File: src/rtl/core/dae_pkg.sv
// Shared types, constants and helpers of the DCTCP alpha estimator.
`default_nettype none
package dae_pkg;

    // Q16 fixed point: 65536 is 1.0
    localparam logic [16:0] Q16_ONE    = 17'd65536;
    localparam logic [16:0] GAIN_RESET = 17'd4096;
    localparam logic [15:0] SEG_RESET  = 16'd536;

    // command queue between front and back
    localparam int QUEUE_DEPTH = 4;

    // quotient bits of ratio = ecn * 2^16 / total
    localparam int DIV_STEPS = 17;
    localparam int DIV_CNT_W = $clog2(DIV_STEPS);

    // configuration port
    localparam int ADDR_W = 3;
    localparam logic REG_GAIN = 1'b0;
    localparam logic REG_SEG  = 1'b1;

    typedef enum logic [1:0] {
        KIND_ACK  = 2'd0,
        KIND_SEND = 2'd1,
        KIND_RETX = 2'd2,
        KIND_DECR = 2'd3
    } t_kind;

    typedef struct packed {
        logic [1:0]  kind;
        logic [31:0] seq_value;
        logic [31:0] mark_value;
        logic [15:0] length;
        logic        ece_flag;
        logic        syn_flag;
        logic [31:0] window_bytes;
    } t_in_item;

    typedef struct packed {
        logic [16:0] alpha_value;
        logic        alpha_updated;
        logic [31:0] new_cwnd;
        logic [31:0] new_ssthresh;
        logic        window_valid;
    } t_out_item;

    // classified command, as stored in the queue
    typedef struct packed {
        t_kind       kind;
        logic [31:0] seq;
        logic [31:0] acked;
        logic        acked_pos;
        logic        ece;
        logic        syn;
        logic [31:0] send_mark;
        logic [31:0] win;
    } t_cmd;

    // wrapping sequence compare: a strictly after b
    function automatic logic seq_after(input logic [31:0] a, input logic [31:0] b);
        logic [31:0] d;
        d = a - b;
        return (d != 32'd0) && !d[31];
    endfunction

    // saturating 32-bit add
    function automatic logic [31:0] sat_add(input logic [31:0] a, input logic [31:0] b);
        logic [32:0] s;
        s = {1'b0, a} + {1'b0, b};
        return s[32] ? 32'hFFFF_FFFF : s[31:0];
    endfunction

endpackage
`default_nettype wire

File: src/rtl/core/dae_front.sv
// Front end: accepts input items and classifies them into queue commands.
`default_nettype none
module dae_front (
    input  wire logic              i_valid,
    output logic                   o_ready,
    input  wire dae_pkg::t_in_item i_item,
    input  wire logic              i_full,
    output logic                   o_push,
    output dae_pkg::t_cmd          o_cmd
);

    logic [31:0] end_seq;

    // handshake toward the queue
    assign o_ready = !i_full;
    assign o_push  = i_valid && !i_full;

    // stateless precomputation per kind
    always_comb begin
        end_seq = i_item.seq_value + {16'd0, i_item.length};

        o_cmd.kind      = dae_pkg::t_kind'(i_item.kind);
        o_cmd.seq       = i_item.seq_value;
        o_cmd.acked     = i_item.seq_value - i_item.mark_value;
        o_cmd.acked_pos = (o_cmd.acked != 32'd0) && !o_cmd.acked[31];
        o_cmd.ece       = i_item.ece_flag;
        o_cmd.syn       = i_item.syn_flag;
        // end of sent data, raised to the transmitted mark if that is later
        o_cmd.send_mark = dae_pkg::seq_after(i_item.mark_value, end_seq) ?
                          i_item.mark_value : end_seq;
        o_cmd.win       = i_item.window_bytes;
    end

endmodule
`default_nettype wire

File: src/rtl/core/dae_cmd_fifo.sv
// Short command queue decoupling the front end from the execution back end.
`default_nettype none
module dae_cmd_fifo #(
    parameter int DEPTH = dae_pkg::QUEUE_DEPTH
) (
    input  wire logic          i_clk,
    input  wire logic          i_rst_n,
    input  wire logic          i_push,
    input  wire dae_pkg::t_cmd i_push_data,
    output logic               o_full,
    output logic               o_pop_valid,
    output dae_pkg::t_cmd      o_pop_data,
    input  wire logic          i_pop
);

    localparam int PTR_W = (DEPTH > 1) ? $clog2(DEPTH) : 1;
    localparam int CNT_W = $clog2(DEPTH + 1);

    dae_pkg::t_cmd    r_mem [DEPTH];
    logic [PTR_W-1:0] r_wr_ptr, r_rd_ptr;
    logic [CNT_W-1:0] r_count;
    logic             do_push, do_pop;

    assign o_full      = (r_count == CNT_W'(DEPTH));
    assign o_pop_valid = (r_count != '0);
    assign o_pop_data  = r_mem[r_rd_ptr];
    assign do_push     = i_push && !o_full;
    assign do_pop      = i_pop && o_pop_valid;

    // storage
    always_ff @(posedge i_clk) begin
        if (do_push) begin
            r_mem[r_wr_ptr] <= i_push_data;
        end
    end

    // pointers and fill count
    always_ff @(posedge i_clk) begin
        if (!i_rst_n) begin
            r_wr_ptr <= '0;
            r_rd_ptr <= '0;
            r_count  <= '0;
        end else begin
            if (do_push) begin
                r_wr_ptr <= (r_wr_ptr == PTR_W'(DEPTH - 1)) ? '0 : r_wr_ptr + 1'b1;
            end
            if (do_pop) begin
                r_rd_ptr <= (r_rd_ptr == PTR_W'(DEPTH - 1)) ? '0 : r_rd_ptr + 1'b1;
            end
            if (do_push && !do_pop) begin
                r_count <= r_count + 1'b1;
            end else if (do_pop && !do_push) begin
                r_count <= r_count - 1'b1;
            end
        end
    end

endmodule
`default_nettype wire

File: src/rtl/core/dae_back.sv
// Back end: estimator state, radix-2 ratio divider, shared multiplier, result register.
`default_nettype none
module dae_back (
    input  wire logic          i_clk,
    input  wire logic          i_rst_n,
    input  wire logic [16:0]   i_gain,
    input  wire logic [15:0]   i_seg,
    input  wire logic          i_cmd_valid,
    input  wire dae_pkg::t_cmd i_cmd,
    output logic               o_cmd_pop,
    output logic               o_valid,
    input  wire logic          i_ready,
    output dae_pkg::t_out_item o_result
);

    typedef enum logic [6:0] {
        S_IDLE = 7'b0000001,
        S_EXEC = 7'b0000010,
        S_DIV  = 7'b0000100,
        S_MULA = 7'b0001000,
        S_MULB = 7'b0010000,
        S_WIN  = 7'b0100000,
        S_DONE = 7'b1000000
    } t_state;

    t_state                       r_state, n_state;
    dae_pkg::t_cmd                r_cmd, n_cmd;
    logic [16:0]                  r_alpha, n_alpha;
    logic [31:0]                  r_ecn, n_ecn;
    logic [31:0]                  r_total, n_total;
    logic [31:0]                  r_barrier, n_barrier;
    logic [31:0]                  r_highest, n_highest;
    logic                         r_upd, n_upd;
    logic [32:0]                  r_rem, n_rem;
    logic [31:0]                  r_den, n_den;
    logic [16:0]                  r_quot, n_quot;
    logic [dae_pkg::DIV_CNT_W-1:0] r_cnt, n_cnt;
    logic [33:0]                  r_acc, n_acc;
    logic [31:0]                  r_red, n_red;
    logic                         r_out_valid, n_out_valid;
    dae_pkg::t_out_item           r_out, n_out;

    logic [16:0] gain_eff;
    logic [16:0] ratio;
    logic [31:0] mul_a;
    logic [17:0] mul_b;
    logic [49:0] prod;
    logic [31:0] add_total, add_ecn;
    logic        div_ge;
    logic [32:0] div_diff;
    logic [34:0] acc_sum;
    logic [18:0] acc_shift;
    logic [31:0] seg_ext, two_seg;
    logic        out_free;

    assign o_valid   = r_out_valid;
    assign o_result  = r_out;
    assign out_free  = !r_out_valid || i_ready;
    assign o_cmd_pop = (r_state == S_IDLE) && i_cmd_valid;

    // gain above one acts as one; ratio capped at one
    assign gain_eff = (i_gain > dae_pkg::Q16_ONE) ? dae_pkg::Q16_ONE : i_gain;
    assign ratio    = (r_quot > dae_pkg::Q16_ONE) ? dae_pkg::Q16_ONE : r_quot;

    // shared multiplier operand select
    always_comb begin
        case (r_state)
            S_MULA: begin
                mul_a = {15'd0, dae_pkg::Q16_ONE - gain_eff};
                mul_b = {1'b0, r_alpha};
            end
            S_MULB: begin
                mul_a = {15'd0, gain_eff};
                mul_b = {1'b0, ratio};
            end
            default: begin
                mul_a = r_cmd.win;
                mul_b = 18'd131072 - {1'b0, r_alpha};
            end
        endcase
    end
    assign prod = {18'd0, mul_a} * {32'd0, mul_b};

    // divider step and alpha rounding
    assign div_ge    = (r_rem >= {1'b0, r_den});
    assign div_diff  = r_rem - {1'b0, r_den};
    assign acc_sum   = {1'b0, r_acc} + {1'b0, prod[33:0]} + 35'd32768;
    assign acc_shift = acc_sum[34:16];
    assign add_total = dae_pkg::sat_add(r_total, r_cmd.acked);
    assign add_ecn   = dae_pkg::sat_add(r_ecn, r_cmd.acked);
    assign seg_ext   = {16'd0, i_seg};
    assign two_seg   = {15'd0, i_seg, 1'b0};

    // sequencer
    always_comb begin
        n_state     = r_state;
        n_cmd       = r_cmd;
        n_alpha     = r_alpha;
        n_ecn       = r_ecn;
        n_total     = r_total;
        n_barrier   = r_barrier;
        n_highest   = r_highest;
        n_upd       = r_upd;
        n_rem       = r_rem;
        n_den       = r_den;
        n_quot      = r_quot;
        n_cnt       = r_cnt;
        n_acc       = r_acc;
        n_red       = r_red;
        n_out_valid = r_out_valid && !i_ready;
        n_out       = r_out;

        case (r_state)
            S_IDLE: begin
                if (i_cmd_valid) begin
                    n_cmd   = i_cmd;
                    n_upd   = 1'b0;
                    n_state = S_EXEC;
                end
            end
            S_EXEC: begin
                n_state = S_DONE;
                case (r_cmd.kind)
                    dae_pkg::KIND_ACK: begin
                        if (!r_cmd.syn) begin
                            // count newly acked bytes
                            if (r_cmd.acked_pos) begin
                                n_total = add_total;
                                if (r_cmd.ece) begin
                                    n_ecn = add_ecn;
                                end
                            end
                            // window boundary passed: start alpha update
                            if (dae_pkg::seq_after(r_cmd.seq, r_barrier)) begin
                                n_barrier = r_highest;
                                n_upd     = 1'b1;
                                n_rem     = {1'b0, n_ecn};
                                n_den     = (n_total == 32'd0) ? 32'd1 : n_total;
                                n_quot    = '0;
                                n_cnt     = dae_pkg::DIV_CNT_W'(dae_pkg::DIV_STEPS - 1);
                                n_ecn     = '0;
                                n_total   = '0;
                                n_state   = S_DIV;
                            end
                        end
                    end
                    dae_pkg::KIND_SEND: begin
                        if (dae_pkg::seq_after(r_cmd.send_mark, r_highest)) begin
                            n_highest = r_cmd.send_mark;
                        end
                    end
                    dae_pkg::KIND_RETX: begin
                        n_barrier = r_cmd.seq;
                        n_highest = r_cmd.seq;
                    end
                    default: begin
                        n_state = S_WIN;
                    end
                endcase
            end
            S_DIV: begin
                // one quotient bit per cycle
                n_quot = {r_quot[15:0], div_ge};
                n_rem  = {(div_ge ? div_diff[31:0] : r_rem[31:0]), 1'b0};
                n_cnt  = r_cnt - 1'b1;
                if (r_cnt == '0) begin
                    n_state = S_MULA;
                end
            end
            S_MULA: begin
                n_acc   = prod[33:0];
                n_state = S_MULB;
            end
            S_MULB: begin
                n_alpha = (acc_shift > {2'd0, dae_pkg::Q16_ONE}) ?
                          dae_pkg::Q16_ONE : acc_shift[16:0];
                n_state = S_DONE;
            end
            S_WIN: begin
                n_red   = prod[48:17];
                n_state = S_DONE;
            end
            S_DONE: begin
                if (out_free) begin
                    n_out_valid             = 1'b1;
                    n_out.alpha_value       = r_alpha;
                    n_out.alpha_updated     = r_upd;
                    if (r_cmd.kind == dae_pkg::KIND_DECR) begin
                        n_out.new_cwnd     = (r_red > seg_ext) ? r_red : seg_ext;
                        n_out.new_ssthresh = (r_red > two_seg) ? r_red : two_seg;
                        n_out.window_valid = 1'b1;
                    end else begin
                        n_out.new_cwnd     = '0;
                        n_out.new_ssthresh = '0;
                        n_out.window_valid = 1'b0;
                    end
                    n_state = S_IDLE;
                end
            end
            default: begin
                n_state = S_IDLE;
            end
        endcase
    end

    // control and estimator state
    always_ff @(posedge i_clk) begin
        if (!i_rst_n) begin
            r_state     <= S_IDLE;
            r_alpha     <= dae_pkg::Q16_ONE;
            r_ecn       <= '0;
            r_total     <= '0;
            r_barrier   <= '0;
            r_highest   <= '0;
            r_out_valid <= 1'b0;
        end else begin
            r_state     <= n_state;
            r_alpha     <= n_alpha;
            r_ecn       <= n_ecn;
            r_total     <= n_total;
            r_barrier   <= n_barrier;
            r_highest   <= n_highest;
            r_out_valid <= n_out_valid;
        end
    end

    // datapath registers
    always_ff @(posedge i_clk) begin
        r_cmd  <= n_cmd;
        r_upd  <= n_upd;
        r_rem  <= n_rem;
        r_den  <= n_den;
        r_quot <= n_quot;
        r_cnt  <= n_cnt;
        r_acc  <= n_acc;
        r_red  <= n_red;
        r_out  <= n_out;
    end

`ifndef SYNTHESIS
    // alpha stays within Q16 one
    a_alpha_range: assert property (@(posedge i_clk) disable iff (!i_rst_n)
        r_alpha <= dae_pkg::Q16_ONE)
        else $error("alpha above one");

    // echoed bytes never exceed acked bytes
    a_ecn_le_total: assert property (@(posedge i_clk) disable iff (!i_rst_n)
        r_ecn <= r_total)
        else $error("ecn count above total count");

    // a finished command with a free output register yields a result
    a_done_output: assert property (@(posedge i_clk) disable iff (!i_rst_n)
        (r_state == S_DONE && out_free) |=> (r_out_valid && r_state == S_IDLE))
        else $error("result not delivered from done state");

    // no command is taken while a previous one is in progress
    a_pop_idle: assert property (@(posedge i_clk) disable iff (!i_rst_n)
        o_cmd_pop |=> (r_state == S_EXEC))
        else $error("pop outside idle");
`endif

endmodule
`default_nettype wire

File: src/rtl/core/dctcp_alpha_estimator_unit.sv
// Top level of the DCTCP alpha estimator: configuration registers and unit wiring.
//
//  channel  | direction | handshake                 | payload
//  ---------+-----------+---------------------------+----------------------
//  input    | in        | i_valid / o_ready         | i_item   (t_in_item)
//  result   | out       | o_valid / i_ready         | o_result (t_out_item)
//  config   | in        | psel, penable, pwrite     | paddr, pwdata, prdata
//
// One result per item. In the back end an ACK that passes the barrier runs
// the radix-2 ratio divider (17 quotient bits, one per cycle) and makes two
// passes through the shared multiplier; other ACKs, sends and retransmits go
// straight to the result, a decrease uses one. The front end queues up to
// DEPTH classified items meanwhile. Reset is synchronous and active low and
// clears the estimator state and queue; no clearing pass is needed. A stalled
// result holds in the output register while the back end finishes its command.
`default_nettype none
module dctcp_alpha_estimator_unit #(
    parameter int DEPTH = dae_pkg::QUEUE_DEPTH
) (
    input  wire logic                       i_clk,
    input  wire logic                       i_rst_n,
    input  wire logic                       i_valid,
    output logic                            o_ready,
    input  wire dae_pkg::t_in_item          i_item,
    output logic                            o_valid,
    input  wire logic                       i_ready,
    output dae_pkg::t_out_item              o_result,
    input  wire logic                       psel,
    input  wire logic                       penable,
    input  wire logic                       pwrite,
    input  wire logic [dae_pkg::ADDR_W-1:0] paddr,
    input  wire logic [31:0]                pwdata,
    output logic [31:0]                     prdata,
    output logic                            pready
);

    logic [16:0]   r_gain;
    logic [15:0]   r_seg;
    logic          cfg_wr;
    logic          push, full, pop_valid, pop;
    dae_pkg::t_cmd push_cmd, pop_cmd;

    // configuration registers, register select on the word address bit
    assign pready = 1'b1;
    assign cfg_wr = psel && penable && pwrite;

    always_ff @(posedge i_clk) begin
        if (!i_rst_n) begin
            r_gain <= dae_pkg::GAIN_RESET;
            r_seg  <= dae_pkg::SEG_RESET;
        end else if (cfg_wr) begin
            if (paddr[2] == dae_pkg::REG_GAIN) begin
                r_gain <= pwdata[16:0];
            end else begin
                r_seg <= pwdata[15:0];
            end
        end
    end

    assign prdata = (paddr[2] == dae_pkg::REG_SEG) ? {16'd0, r_seg} : {15'd0, r_gain};

    dae_front u_front (
        .i_valid (i_valid),
        .o_ready (o_ready),
        .i_item  (i_item),
        .i_full  (full),
        .o_push  (push),
        .o_cmd   (push_cmd)
    );

    dae_cmd_fifo #(
        .DEPTH (DEPTH)
    ) u_fifo (
        .i_clk       (i_clk),
        .i_rst_n     (i_rst_n),
        .i_push      (push),
        .i_push_data (push_cmd),
        .o_full      (full),
        .o_pop_valid (pop_valid),
        .o_pop_data  (pop_cmd),
        .i_pop       (pop)
    );

    dae_back u_back (
        .i_clk       (i_clk),
        .i_rst_n     (i_rst_n),
        .i_gain      (r_gain),
        .i_seg       (r_seg),
        .i_cmd_valid (pop_valid),
        .i_cmd       (pop_cmd),
        .o_cmd_pop   (pop),
        .o_valid     (o_valid),
        .i_ready     (i_ready),
        .o_result    (o_result)
    );

endmodule
`default_nettype wire

File: config.mk
export PLATFORM = sky130hd
export DESIGN_NAME = dctcp_alpha_estimator_unit
export DESIGN_NICKNAME = d
export VERILOG_FILES = /design/src/rtl/core/dae_pkg.sv /design/src/rtl/core/dae_front.sv /design/src/rtl/core/dae_cmd_fifo.sv /design/src/rtl/core/dae_back.sv /design/src/rtl/core/dctcp_alpha_estimator_unit.sv
export SDC_FILE = /design/constraint.sdc
export NUM_CORES = 2
export LEC_CHECK = 0
export BUFFER_PORTS_ARGS = -buffer_cell sky130_fd_sc_hd__buf_4
export CAP_MARGIN = 20
export CORE_AREA = 2 2 358 360
export DETAILED_ROUTE_END_ITERATION = 6
export DIE_AREA = 0 0 360 362
export MAX_ROUTING_LAYER = met4
export PLACE_DENSITY = 0.77
export SLEW_MARGIN = 20
export SYNTH_ARGS = -nofsm -noshare
export SYNTH_HDL_FRONTEND = slang
export SYNTH_SLANG_ARGS = --single-unit
export TNS_END_PERCENT = 1
File: constraint.sdc
create_clock -name i_clk -period 14.3 [get_ports i_clk]
set_input_delay 0.715 -clock i_clk [delete_from_list [all_inputs] [get_ports i_clk]]
set_output_delay 0.715 -clock i_clk [all_outputs]
set_load 0.05 [all_outputs]
== Word level (Yosys, flattened, before mapping) ==
Memory sizes are Yosys's and may differ from the RTL's. A register that Yosys moved wholly into a read port is not among the register bits.
Index checks and enable logic that the tools add are counted.

* Input port bits: 158
* Memory bits (read-only): 0
* Bits in writable memories: 532
* Flip-flop bits (word level): 430
* Memories kept: 1
* Output and inout bits: 118
* Logic and storage cells: 184
* Latch bits: 0

{| class="wikitable"
|+ Memories
! name !! words !! width !! rd ports !! clocked after memory_dff !! write ports !! line !! text
|-
| u_fifo.r_mem || 4 || 133 || 1 || 1 || 1 || dae_cmd_fifo.sv:19 || <nowiki>dae_pkg::t_cmd r_mem [DEPTH];</nowiki>
|}

* Eq/ne operators: 22
* $add $sub $neg: 17
* Bitwise operators: 2
* Multipliers: 1
* Magnitude comparators: 6
* Divide/modulo/power cells: 0
* Shifts and indexed selects: 0
* Mux-type cells: 58
* Reductions and logical operators: 51

{| class="wikitable"
|+ Operators with widths
! cell !! count
|-
| 32-bit 2-to-1 mux || 15
|-
| 32-bit case mux with 2 select lines || 3
|-
| 32-bit subtractor || 5
|-
| 17-bit 2-to-1 mux || 8
|-
| 32-bit nonzero test || 4
|-
| 33-bit 2-to-1 mux || 3
|-
| 32-bit by 32-bit adder with 33-bit output || 2
|-
| 33-bit case mux with 2 select lines || 1
|-
| 32-bit by 18-bit multiplier with 49-bit output || 1
|-
| 7-bit case mux with 6 select lines || 1
|-
| 18-bit case mux with 2 select lines || 1
|-
| 34-bit by 34-bit adder with 35-bit output || 1
|-
| 35-bit by 16-bit adder with 35-bit output (second input constant) || 1
|-
| 7-bit 2-to-1 mux || 5
|-
| 17-bit > comparator (second input constant) || 2
|-
| 17-bit case mux with 2 select lines || 1
|-
| 33-bit by 32-bit greater-or-equal comparator with 1-bit output || 1
|-
| 32-bit by 16-bit adder with 32-bit output || 1
|-
| 32-bit by 16-bit > comparator with 1-bit output || 1
|-
| 32-bit by 17-bit > comparator with 1-bit output || 1
|-
| 32-bit logical NOT || 1
|-
| 19-bit by 17-bit > comparator with 1-bit output (second input constant) || 1
|-
| 18-bit by 17-bit subtractor with 18-bit output (first input constant) || 1
|-
| 17-bit subtractor (first input constant) || 1
|-
| 37 further kinds || 95
|}

== Longest topological paths before layout ==
* Depth after elaboration: 9
* Depth in mapped cells: 48
* Depth with buffers taken out: 44

== Cells and area by module ==
Synthesis repeated with hierarchy kept, for this count alone.

* Cells, all modules: 7385
* Area total of the unflattened synthesis: 77794.6 um2

{| class="wikitable"
|+ Modules (own cells, without submodules)
! module !! area an instance (um2) !! cells each !! times used !! sequential area each (um2)
|-
| dae_back || 49682.6 || 5416 || 1 || 14173.6
|-
| dae_cmd_fifo || 19645.1 || 746 || 1 || 16155.5
|-
| dae_front || 6830.3 || 1054 || 1 || 0.0
|-
| dctcp_alpha_estimator_unit || 1636.6 || 169 || 1 || 660.6
|}

== Worst setup path before layout ==
No wires, ideal clock.

* Path kind: register to register
* Start: register u_back.r_state[4]
* End: register u_back.r_alpha[11]
* Clock period less this slack: 10638 ps
* Data required time: 14183 ps
* Buffers on the path: 6
* Setup time: 117 ps
* Slack: 3662 ps
* Data arrival time: 10522 ps
* Cell stages (with the launch flop): 44
* Path through: dfxtp_1 -> clkbuf_1 -> nor3_1 -> nand3_1 -> inv_1 -> clkbuf_1 -> clkbuf_1 -> o21ai_0 -> o21ai_0 -> a22oi_1 -> clkbuf_1 -> nor2_1 -> fa_1 -> inv_1 -> fa_1 -> inv_1 -> fa_1 -> ha_1 -> [... 8 more ...] -> a2111o_1 -> a41o_1 -> xor2_1 -> ha_1 -> ha_1 -> a21oi_1 -> o21ai_0 -> a21oi_1 -> o22ai_1 -> o31ai_2 -> a21oi_2 -> a211oi_1 -> o21ai_2 -> mux2_4 -> and3_1 -> buf_4 -> buf_6 -> a22o_1

* Cells in the longest elaborated chain, start to end: 7
* Elaborated cells on any way between the ends: 9
* Classes of those cells: add/sub: 2; mul: 1; order compare: 1; eq/ne: 2; mux: 3

{| class="wikitable"
|+ RTL lines
! element !! line !! text
|-
| from (decl) || dae_back.sv:26 || <nowiki>t_state r_state, n_state;</nowiki>
|-
| from (signal assigned) || dae_back.sv:217 || <nowiki>r_state <= n_state;</nowiki>
|-
| 7-bit by 5-bit equality test with 1-bit output or 7-bit by 4-bit equality test with 1-bit output (tied branches) || dae_back.sv:67 || <nowiki>case (r_state)</nowiki>
|-
| 32-bit case mux with 2 select lines or 18-bit case mux with 2 select lines (tied branches) || dae_back.sv:67 ||
|-
| 32-bit by 18-bit multiplier with 49-bit output * || dae_back.sv:82 || <nowiki>assign prod = {18'd0, mul_a} * {32'd0, mul_b};</nowiki>
|-
| via u_back.prod[20] || dae_back.sv:47 || <nowiki>logic [49:0] prod;</nowiki>
|-
| 34-bit by 34-bit adder with 35-bit output * || dae_back.sv:87 || <nowiki>assign acc_sum = {1'b0, r_acc} + {1'b0, prod[33:0]} + 35'd32768;</nowiki>
|-
| 35-bit by 16-bit adder with 35-bit output * || dae_back.sv:87 ||
|-
| 19-bit by 17-bit > comparator with 1-bit output || dae_back.sv:175 || <nowiki>n_alpha = (acc_shift > {2'd0, dae_pkg::Q16_ONE}) ?</nowiki>
|-
| 17-bit 2-to-1 mux * || dae_back.sv:175 ||
|-
| to (signal assigned) || dae_back.sv:210 || <nowiki>r_alpha <= dae_pkg::Q16_ONE;</nowiki>
|-
| to (signal assigned) || dae_back.sv:218 || <nowiki>r_alpha <= n_alpha;</nowiki>
|-
| to (decl) || dae_back.sv:28 || <nowiki>logic [16:0] r_alpha, n_alpha;</nowiki>
|}

The timed path passes the listed nets; every way through them passes the cells marked *.
A chain may end at the register's enable or synchronous reset.

== Worst setup path in the final report ==
* Start: register u_back.r_state[0]
* End: register u_back.r_alpha[8]

The elaborated chain is that of the path after synthesis.

==> results.md <==
* Seq cells post-synth at 1,095
* Clock Power Share at 24.0%
* Crit start category: flip-flop
* Final setup skew at 60.0 ps
* FFs w/ async S/R, synth at 0%
* Cell area after layout at 82,600 µm²
* Failing checks: DRC
* GRT Util Overall at 32.2%
* Hpwl dp at 153,000 µm
* Via count at 55,300
* CTS Sinks at 1,095
* Synthesis-to-finish area growth at 9.60%
* Synth top area share at 35.9%
* Main synth FF type: edfxtp_1
* Initial core utilization at 59.5%
* Max H-tree Level at 3
* Vias in the first global route at 54,500
* Final setup vio count at 0
* CTS tree: yes
* GR Overflow Total at 0
* Top cells by area, synth: edfxtp_1, fa_1, ha_1
* Slew @ Worst Pin at 1180 ps
* Post-layout power at 0.0123 W
* DIE AREA at 130,000 µm²
* Setup TNS at 0 ps
* Grt met1 use at 42.4%
* Dpl cell area at 78,800 µm²
* Register area at 31,000 µm²
* Die height at 362 µm
* Most frequent cells in the layout: edfxtp_1, inv_1, nand2_1
* Crit path time final at 12,770 ps
* Worst path slowest cell: inv_2
* Synth warnings at 0
* RePlAce Congestion at 0.980
* Sequential-to-total area share from yosys stat at 41.1%
* Leading area contributor after synthesis: edfxtp_1
* Setup bufs post-CTS at 0
* P_int at 0.00751 W
* Cell variety after synth at 96
* Worst slew margin at 20.9%
* Die X at 360 µm
* Syn Inst Count at 6,949
* P_sw at 0.00478 W
* GRT Max-Usage Layer: met2
* Antenna-violating nets left at 0
* Comb power frac at 39.8%
* Crit path capture type: flip-flop
* Maximum number of pins on one net before global-route repair at 109
* Sw frac at 38.9%
* Leakage at 33.6 nW
* GRT met2 Usage at 50.0%
* Mapped Area at 75,400 µm²
* Most frequent CP cell: fa_1
* Filler cells at 9,548
* Global-route wire length before repair at 313,000 µm
* CP required at 14,960 ps
* Max-slew violation count at 0
* Total CTS buffers at 114
* CTS clk-pin slew, worst paths at 70 ps
* VDD IR max at 0.117 mV
* Number of I/O pins at 276
* Mean area per synthesized cell at 10.8 µm²
* Maximum capacitance violations at 0
* Most common cell after layout, fill and taps aside: edfxtp_1
* RSZ-0062 raised after global routing: no
* DRC at 1
* EDFF count, synth at 902
* Critical Path Max Stage Delay at 1030 ps
* Crit-path max FO at 44
* Row count at 131
* GR Layer Usage met3 at 4.84%
* Area of the multi-input gates at 40,400 µm²
* CTS resizes at 0
* Seq pwr share at 36.1%
* Count of nets after finishing at 8,200
* Crit path DAT at 13,430 ps
* PortBufs at 242
* Fmax at 78.3 MHz
* Post-Route WL at 206,000 µm
* Hold Slack at 158 ps
* Hold crit path type: in2reg
* Core footprint at 127,000 µm²
* Via density at 6.25
* Clock Latency Late Sink at 780 ps
* Final hold vios at 0
* Iteration-0 DRC Markers at 5,369
* Power density cells at 149 nW/µm²
* Fin crit share at 89.3%
* Critical path class: reg2reg
* Drt first pass iters at 7
* Longest Clk Path Bufs at 3
* Routed wire length per instance at 23.3 µm
* Initial antenna violation count at 6
* Cts hold-fix bufs at 0
* Clock root buffer master: clkbuf_16
* Outcome: finished, violations left
* Layout cell share with drive strength beyond 1 at 10.6%
==> worst paths after layout <==
path	to	start	cells past startpoint	slack [ps]
worst max-delay path	u_back.r_alpha[8]	u_back.r_state[0]	36	1530
worst min-delay path	u_fifo.r_mem[0][64]	i_item[32]	1	160
worst max register to register	u_back.r_alpha[8]	u_back.r_state[0]	36	1530
worst min register to register	u_back.o_result[65]	u_back.r_upd	0	440
==> sequential cells by signal (all words and copies together), names as in the netlist, 33 cells and up <==
signal and flops:
u_back.r_cmd 133, u_back.o_result 83, u_back.r_rem 33, u_fifo.r_mem 532, u_back.r_acc 34
==> synthesized netlist by cell type, types with 17 or more instances <==
cell	number
edfxtp_1	902
o21ai_0	217
dfxtp_1	193
o31ai_1	23
nand2b_1	62
o22ai_1	35
nor2b_1	117
o21a_1	70
xnor2_1	159
nor3_1	101
a22o_1	19
nand3_1	122
xor2_1	78
a31oi_1	34
or3_1	26
nand4_1	36
mux2i_1	86
a211oi_1	54
a21boi_0	74
a21oi_1	324
o211ai_1	69
ha_1	466
or2_2	17
buf_1	31
nand3b_1	17
mux2_2	21
and2_1	72
or4_1	19
and3_1	79
o211a_1	37
o21bai_1	33
nand2_1	653
o22a_1	18
a21o_1	112
nor2_1	549
clkbuf_1	244
o221a_2	37
inv_1	807
mux4_2	133
buf_4	17
fa_1	488
nor4_1	35
==> worst max-delay path, delay by kind of cell (launching register included) <==
kind                       cells  cell delay (ps)
DFF                            1              350
adders and majority gates      9             3940
xor gates and xnor gates       2              570
AOI/OAI and AO/OA              9             2540
and+or+nand+nor               10             3560
buffers and inverters          5             1290
muxes                          1              340
==> per-layer routing <==
layer | vias up | wire length, µm | share of wire [%]
met5 | - | 0 | 0
li1 | 24800 | - | -
met4 | 0 | 9520 | 4.6
met3 | 525 | 17400 | 8.4
met2 | 2583 | 95000 | 46
met1 | 27400 | 84000 | 41
==> power groups by stage <==
stage	Combinational, W	Clock, W	Sequential, W
6_report	0.00489	0.00295	0.00444
5_1_grt	0.00529	0.00311	0.00446
4_1_cts	0.00481	0.00299	0.00442
3_5_place_dp	0.00476	0	0.00448
3_3_place_gp	0.00469	0	0.00447
2_1_floorplan	0.00344	0	0.00431
==> through the flow <==
| stage | utilization [%] | worst slack (ps) | cells |
|---|---|---|---|
| after CTS | 65.1 | 1670 | 8846 |
| final | 65.2 | 1530 | 8851 |
| after floorplan | - | 3660 | 6963 |
| after global placement | 62.2 | 2100 | 8630 |
| after detailed placement | 62.2 | 1810 | 8630 |
| after global routing | 65.2 | 930 | 8850 |
==> final cells by class <==
type / instances / area share [%]
inverters: 808 / 3.68
flip-flops and latches: 1095 / 37.5
repair buffers: 318 / 2.95
well taps: 1662 / 2.52
diodes: 1 / 0.00303
clock inverters: 72 / 0.824
multi-input cells: 4751 / 48.9
clock buffers: 144 / 3.68
==> cell families after synthesis <==
family / after synthesis / share of synthesized area, %
AND/OR/NAND/NOR: 1946 / 12.0
AO/OA/AOI/OAI: 1357 / 12.4
other: 2 / 0.00996
adder cells (fa/ha/maj): 954 / 20.7
buffers and inverters: 1117 / 5.69
flip-flops: 1095 / 41.1
multiplexers: 241 / 5.45
XOR/XNOR: 237 / 2.75
No activity file was read; power rests on OpenSTA's default activity.
